==> src/hdl/cvs_pkg.sv <==
// Shared types and constants for the CIR variance Euler step unit.
`default_nettype none

package cvs_pkg;

    // Square root chain: radicand is the Q16.16 variance shifted up by 16 bits
    localparam int VAR_W      = 32;
    localparam int RAD_W      = VAR_W + 16;
    localparam int ROOT_W     = RAD_W / 2;
    localparam int ROOT_STEPS = ROOT_W;
    localparam int REM_W      = ROOT_W + 2;

    // Configuration port
    localparam int ADDR_W = 5;
    localparam int DATA_W = 32;

    // Register indexes (byte address = 4 * index)
    localparam logic [2:0] REG_RATE  = 3'd0;
    localparam logic [2:0] REG_LEVEL = 3'd1;
    localparam logic [2:0] REG_VOL   = 3'd2;
    localparam logic [2:0] REG_DT    = 3'd3;
    localparam logic [2:0] REG_RDT   = 3'd4;

    typedef struct packed {
        logic [DATA_W-1:0] reversion_rate;
        logic [DATA_W-1:0] long_run_level;
        logic [DATA_W-1:0] vol_of_vol;
        logic [DATA_W-1:0] step_length;
        logic [DATA_W-1:0] root_step_length;
    } cvs_cfg_t;

    typedef struct packed {
        logic [VAR_W-1:0]        variance;
        logic signed [VAR_W-1:0] draw;
        logic                    last;
    } cvs_item_t;

    typedef struct packed {
        cvs_item_t         item;
        logic [REM_W-1:0]  rem;
        logic [ROOT_W-1:0] root;
    } cvs_cell_t;

endpackage

`default_nettype wire

==> src/hdl/cvs_root_cell.sv <==
// One cell of the square root chain: resolves one root bit per transaction.
`default_nettype none

module cvs_root_cell
    import cvs_pkg::*;
#(
    parameter int STEP = 0
)
(
    input  wire logic      clk,
    input  wire logic      rst_n,
    input  wire logic      in_valid,
    input  wire cvs_cell_t in_data,
    output logic           in_ready,
    output logic           out_valid,
    output cvs_cell_t      out_data,
    input  wire logic      out_ready
);

    // Radicand bit pair consumed by this cell, most significant pair first
    localparam int BIT_LO = 2 * (ROOT_STEPS - 1 - STEP);

    logic              valid_reg;
    cvs_cell_t         data_reg;
    cvs_cell_t         data_next;
    logic [RAD_W-1:0]  radicand;
    logic [1:0]        pair;
    logic [REM_W+1:0]  cand;
    logic [REM_W+1:0]  trial;
    logic [REM_W+1:0]  reduced;
    logic              take_bit;

    // Trial subtract of (4*root + 1) from the shifted remainder
    always_comb
    begin
        radicand  = {in_data.item.variance, 16'b0};
        pair      = radicand[BIT_LO+1:BIT_LO];
        cand      = {in_data.rem, pair};
        trial     = {2'b00, in_data.root, 2'b01};
        reduced   = cand - trial;
        take_bit  = (cand >= trial);
        data_next = in_data;
        data_next.rem  = take_bit ? reduced[REM_W-1:0] : cand[REM_W-1:0];
        data_next.root = {in_data.root[ROOT_W-2:0], take_bit};
    end

    // Advance when empty or when the neighbor takes the held transaction
    assign in_ready  = !valid_reg || out_ready;
    assign out_valid = valid_reg;
    assign out_data  = data_reg;

    always_ff @(posedge clk or negedge rst_n)
    begin
        if (!rst_n)
        begin
            valid_reg <= 1'b0;
        end
        else if (in_ready)
        begin
            valid_reg <= in_valid;
        end
    end

    always_ff @(posedge clk)
    begin
        if (in_ready)
        begin
            data_reg <= data_next;
        end
    end

    // Remainder never exceeds twice the partial root
    a_rem_bound: assert property (@(posedge clk) disable iff (!rst_n)
        valid_reg |-> (data_reg.rem <= {1'b0, data_reg.root, 1'b0}))
        else $error("root cell remainder out of bound");

endmodule

`default_nettype wire

==> config.mk <==
export PLATFORM = sky130hd
export DESIGN_NAME = cvs_root_cell
export DESIGN_NICKNAME = d
export VERILOG_FILES = /design/src/hdl/cvs_pkg.sv /design/src/hdl/cvs_root_cell.sv
export SDC_FILE = /design/constraint.sdc
export NUM_CORES = 1
export LEC_CHECK = 0
export ABC_CLOCK_PERIOD_IN_PS = 4400
export BUFFER_PORTS_ARGS = -buffer_cell sky130_fd_sc_hd__buf_2
export CAP_MARGIN = 15
export CORE_MARGIN = 2
export CORE_UTILIZATION = 35
export DETAILED_ROUTE_END_ITERATION = 16
export PLACE_DENSITY_LB_ADDON = 0.15
export SYNTH_ARGS = -nofsm -noshare
export SYNTH_HDL_FRONTEND = slang
export SYNTH_SLANG_ARGS = --single-unit
==> constraint.sdc <==
create_clock -name clk -period 4.4 [get_ports clk]
set_input_delay 0.66 -clock clk [delete_from_list [all_inputs] [get_ports clk]]
set_output_delay 0.66 -clock clk [all_outputs]
set_load 0.03 [all_outputs]
==> results of run 1 <==
-- report_power, final --
group / leakage [nW] / switching (mW) / internal (mW)
Combinational: 1.98 / 0.474 / 0.270
Sequential: 1.17 / 0.0258 / 1.35
Clock: 0.291 / 0.514 / 0.892
Total: 3.44 / 1.01 / 2.51
-- cells by family after synthesis --
family / synth area share
AO/OA/AOI/OAI: 0.110
XOR/XNOR: 0.0322
adder cells (fa/ha/maj): 0.0597
buffers and inverters: 0.0365
flip-flops: 0.639
multiplexers: 0.0600
AND/OR/NAND/NOR: 0.0629
-- synthesized netlist by cell type (all sizes together) (4+ instances only) --
master and n:
nand3 5, inv 40, or3 4, a21o 13
xnor2 11, nand4 4, o21ai 15, nor2 19
xor2 9, nor3 5, a211oi 4, ha 26
mux2 21, a21oi 24, nand2 17, edfxtp 115
-- metal layers --
layer,GRT usage,wire length (um),vias to the layer above
li1,-,-,1940
met1,0.186,5580,1886
met2,0.273,6850,178
met3,0.0611,1280,18
met4,0.0659,228,0
met5,0,0,-
-- sequential cells by signal (all words and copies together), names as in the netlist --
register,flops
out_valid,1
out_data,115
-- critical path, delay by kind of cell --
family	cells	cell delay [ns]
fa+ha+maj	1	0.40
simple gates	3	0.54
compound gates	3	1.01
buf+inv	3	0.48
mux	1	0.39
-- cell type report --
| class | count | area, um2 |
|---|---|---|
| Antenna cell | 1 | 2.50 |
| Multi-Input combinational cell | 223 | 1780 |
| Clock buffer | 17 | 425 |
| Clock inverter | 15 | 180 |
| Timing Repair Buffer | 237 | 1210 |
| Fill cell | 1385 | 7740 |
| Sequential cell | 116 | 3480 |
| Tap cell | 188 | 235 |
| Inverter | 40 | 153 |
-- worst max path at each step --
| stage | start | endpoint | slack (ns) | depth (start not counted) |
|---|---|---|---|---|
| global route | in_data[7] | out_data[26] | 0.89 | 11 |
| finish | in_data[9] | out_data[26] | 1.09 | 11 |
| CTS | in_data[9] | out_data[26] | 1.10 | 11 |
| floorplan | out_ready | in_ready | 0.07 | 1 |
| detailed placement | in_data[9] | out_data[27] | 0.65 | 11 |
| global placement | in_data[9] | out_data[49] | 0.72 | 11 |
-- what timing repair did --
action	4_1_cts	5_1_grt
hold buffers	1	0
hold endpoints to repair	1	0
buffers inserted	0	0
==> results.txt, run 1 <==
post-DP HPWL = 10600 um
synth unique cells = 54
relative slew slack = 0.406
worst clock skew = 0.00628 ns
I/O Pins = 236
share of post-route cells with drive strength above 1 = 0.465
number of cells on the worst reg-to-reg path = 2
net count after synthesis = 530
min-delay worst type = primary input to flop
maximum number of pins on one net before global-route repair = 82
fraction of the yosys area taken by sequential cells = 0.639
worst slew pin tran = 0.869 ns
total vias in the final route = 4022
TritonCTS sink count = 116
cells traversed along the worst timing path = buf_2 -> inv_1 -> ha_1 -> nand2_1 -> o21ai_0 -> nor2_1 -> o31ai_2 -> a211oi_2 -> or2_4 -> inv_4 -> mux2_2
library cell with the largest summed area after synthesis = edfxtp_1
Worst R2R Setup Slack = 2.70 ns
clock transition at the register clock pins on the worst setup and hold paths after CTS = 0.06 ns
maximum clock rate = 302 MHz
maximum clock path buffer count = 2
endpoint with the worst hold slack = out_data[65]
number of cells on the worst hold path = 1
final-report max-slew violation count = 0
asr flop ratio synth = 0.00862
share of the core filled with cells = 0.491
post-DR vias/cell = 4.81
data required time at the worst endpoint = 4.55 ns
reg-to-reg critical path endpoint = out_data[114]
Max Fanout on Critical Path = 24
placement-stage cell area = 0.00684 mm2
count of placed standard cells in the final layout, fillers left out = 837
area of all placed cells without fillers = 0.00746 mm2
Syn Inst Count = 385
area growth from synthesis to layout = 36.9%
unrepaired setup endpoints after global routing = no
type of element launching the critical path = primary input
flop and latch count out of synthesis = 116
latest clock arrival within the worst-skew pair = 0.41 ns
cts bufs inserted = 17
via count of the first global-routing pass = 3907
Min Clock Period, post-route = 3.31 ns
hold slack = 0.420 ns
post-DR wirelength/cell = 16.7 um
launch instance of the worst min-delay path = in_data[65]
total gr overflow = 0
TritonCTS clock tree = yes
setup TNS after final layout = 0 ns
DRC errors left = 0
iteration count of the initial detailed-routing pass = 4
die width = 129 um
Post-synth top flop = edfxtp_1
port buffer count = 235
wire length of the first global-routing pass = 20200 um
proportion of netlist area held by the largest area contributor = 0.634
Hold Vio Cnt, Final = 0
Post-Place Worst Slack = 0.649 ns
Setup Viol. Count Final = 0
synth warn = 0
IR Drop Worst-Case VDD = 0.238 mV
number of routed nets with antenna violations = 0
result of the run = complete, no violations
core box area = 0.0152 mm2
total power = 3.53 mW
leak pwr = 3.44 nW
crit-path max cell delay = 0.48 ns
final setup margin = 1.09 ns
library cell used as clock root buffer = clkbuf_16
synthesized cell area = 0.00545 mm2
largest cells by area after synthesis = edfxtp_1 63%, ha_1 6.0%, mux2_4 4.4%, inv_1 2.7%, a21oi_1 2.2%
post-layout net count = 780
H-tree lvl count = 4
height of the die = 129 um
DIE AREA = 0.0166 mm2
most frequent standard cell in the layout excluding fill and tap cells = buf_2
leading cell types in the layout, fill and taps excluded = 235 x buf_2, 115 x edfxtp_1, 39 x inv_1, 26 x ha_1, 24 x a21oi_1
overall fraction of global-route tracks in use = 0.162
gpl congestion = 0.787
count of flip-flops with a built-in enable after synthesis = 115
number of cell rows = 45
final WL = 13900 um
worst flop-to-flop path startpoint = out_valid
max-cap viol count = 0
capturing element type of the critical path = flop
number of placed instances, taps included = 803
antenna violations before repair = 1
Final period util = 0.753
power per standard cell area = 473 mW/mm2
Synth Area per Inst = 14.1 um2
worst-path cell with the longest stage delay = o21ai_0
Gates resized, CTS repair = 0
DR iter-0 viols = 135
worst endpoint data arrival time = 3.47 ns
worst setup path category = primary input to flop
initial core utilization = 0.358
(Power assumes the default switching activity.)
==> run 2, diff against run 1 <==
--- a/config.mk
+++ b/config.mk
@@ -5,7 +5,7 @@
 export SDC_FILE = /design/constraint.sdc
 export NUM_CORES = 1
 export LEC_CHECK = 0
-export ABC_CLOCK_PERIOD_IN_PS = 4400
+export ABC_CLOCK_PERIOD_IN_PS = 2800
 export BUFFER_PORTS_ARGS = -buffer_cell sky130_fd_sc_hd__buf_2
 export CAP_MARGIN = 15
 export CORE_MARGIN = 2
==> constraint.sdc (replaced) <==
create_clock -name clk -period 2.8 [get_ports clk]
set_input_delay 0.42 -clock clk [delete_from_list [all_inputs] [get_ports clk]]
set_output_delay 0.42 -clock clk [all_outputs]
set_load 0.03 [all_outputs]
==> run 2 against run 1 <==
- global-route usage up 0.055 points
- final cell count grew 7.5%
- core utilization is 3.9 points higher
- clock power grew 62%
- sequential power increased by 57%
- flip-flop and latch count unchanged
- via count rose by 6.8%
- first-iteration DRC count is 38% higher
- critical endpoint is now out_data[49]
- largest cell class unchanged
- largest power group unchanged
==> results.txt, run 2 (synthesis gave the netlist of run 1 again) <==
result of the run = complete, no violations
cts bufs inserted = 17
global routing usage on met2 = 0.280
area growth from synthesis to layout = 47.9%
share of post-route cells with drive strength above 1 = 0.528
min-delay worst type = primary input to flop
maximum number of pins on one net before global-route repair = 60
Final period util = 0.936
clock transition at the register clock pins on the worst setup and hold paths after CTS = 0.06 ns
worst endpoint data arrival time = 2.77 ns
worst flop-to-flop path startpoint = out_valid
initial core utilization = 0.358
height of the die = 129 um
IR Drop Worst-Case VDD = 0.376 mV
latest clock arrival within the worst-skew pair = 0.41 ns
maximum clock path buffer count = 2
DIE AREA = 0.0166 mm2
antenna violations before repair = 0
unrepaired setup endpoints after global routing = no
area of all placed cells without fillers = 0.00806 mm2
number of cells on the worst hold path = 1
final setup margin = 0.180 ns
total power = 5.75 mW
post-DR vias/cell = 4.77
antenna diode count = 0
FF+latch area = 0.00348 mm2
capturing element type of the critical path = flop
I/O Pins = 236
flip-flop count of the largest register, all copies and words added = 115
relative slew slack = 0.718
type of element launching the critical path = primary input
reg-to-reg critical path endpoint = out_data[68]
count of placed standard cells in the final layout, fillers left out = 900
power per standard cell area = 713 mW/mm2
worst setup path category = primary input to flop
most frequent standard cell in the layout excluding fill and tap cells = buf_2
launch instance of the worst min-delay path = in_data[110]
Min Clock Period, post-route = 2.62 ns
GRT Max-Usage Layer = met2
core box area = 0.0152 mm2
via count of the first global-routing pass = 4202
gpl congestion = 0.834
FILL cells = 1328
leading cell types in the layout, fill and taps excluded = 235 x buf_2, 115 x edfxtp_1, 65 x buf_4, 38 x inv_1, 23 x a21oi_1
max-cap viol count = 0
number of cell rows = 45
total vias in the final route = 4296
final-report max-slew violation count = 0
worst slew pin tran = 0.417 ns
post-CTS setup buffer count = 0
placement-stage cell area = 0.00741 mm2
total gr overflow = 0
DR iter-0 viols = 186
H-tree lvl count = 4
Setup Viol. Count Final = 0
combined area of the multi-input logic cells = 0.00186 mm2
maximum clock rate = 382 MHz
post-layout net count = 845
wire length of the first global-routing pass = 20400 um
overall fraction of global-route tracks in use = 0.163
Post-Place Worst Slack = -0.340 ns
leak pwr = 3.77 nW
library cell used as clock root buffer = clkbuf_16
final WL = 13900 um
TritonCTS clock tree = yes
endpoint with the worst hold slack = out_data[110]
met3 track demand over resource = 0.0495
post-DP HPWL = 10800 um
DRC errors left = 0
port buffer count = 235
TritonCTS sink count = 116
data required time at the worst endpoint = 2.95 ns
Hold Vio Cnt, Final = 0
iteration count of the initial detailed-routing pass = 4
Max Fanout on Critical Path = 24
global routing usage on met1 = 0.190
post-DR wirelength/cell = 15.4 um
Worst R2R Setup Slack = 1.32 ns
worst clock skew = 0.00848 ns
share of the core filled with cells = 0.530
number of placed instances, taps included = 868
number of cells on the worst reg-to-reg path = 2
number of routed nets with antenna violations = 0
die width = 129 um
==> run 2: cell count changes in the layout (fill, tap and decap cells not counted), moves of 2 or more <==
cell   before  now
buf_4       0   65
ha_1       26   22
ha_4        0    4
inv_8       0    2
==> run 2: per-stage QoR <==
step                      hold slack, ns  TNS (ns)
after floorplan                    0.124     -1.10
after global placement             0.195     -5.61
final                              0.180         0
after CTS                          0.163         0
after detailed placement           0.198     -6.40
after global routing               0.161         0
==> run 2: critical path, cell delays in order <==
cell       delay [ns]
buf_2            0.09
inv_1            0.05
ha_1             0.34
nand4_1          0.22
o22ai_2          0.25
a2111oi_4        0.10
o31ai_4          0.28
a211oi_2         0.11
or2_4            0.26
inv_6            0.26
mux2_2           0.38
==> run 2: worst max-delay path by stage <==
stage / slack (ns) / start / cells after the start / end
6_report: 0.18 / in_data[6] / 11 / out_data[49]
5_1_grt: 0.04 / in_data[5] / 11 / out_data[49]
4_1_cts: 0.08 / in_data[5] / 11 / out_data[49]
3_5_place_dp: -0.34 / in_data[5] / 11 / out_data[49]
3_3_place_gp: -0.30 / in_data[10] / 10 / out_data[27]
2_1_floorplan: -0.07 / in_data[11] / 11 / out_data[29]
==> run 2: power breakdown <==
part | leakage (nW) | internal, mW | switching, mW
clock | 0.301 | 1.49 | 0.794
sequential | 1.17 | 2.12 | 0.0433
combinational | 2.30 | 0.522 | 0.769
total | 3.77 | 4.14 | 1.61
==> run 2: what timing repair did <==
item,CTS,global route
hold endpoints to repair,1,0
hold buffers,1,0
endpoints found under the setup margin,0,21
resized for setup,0,2
==> run 2: final cells by class <==
cell class,count,area share
Clock buffer,17,0.0528
Clock inverter,14,0.0253
Inverter,40,0.0202
Multi-Input combinational cell,223,0.230
Sequential cell,116,0.432
Tap cell,188,0.0292
Timing Repair Buffer,302,0.210
==> run 2: per-layer routing <==
layer / vias to the layer above / part of all wire
met5: - / 0
met2: 180 / 0.50
met3: 17 / 0.074
met4: 0 / 0.017
li1: 2077 / -
met1: 2022 / 0.41
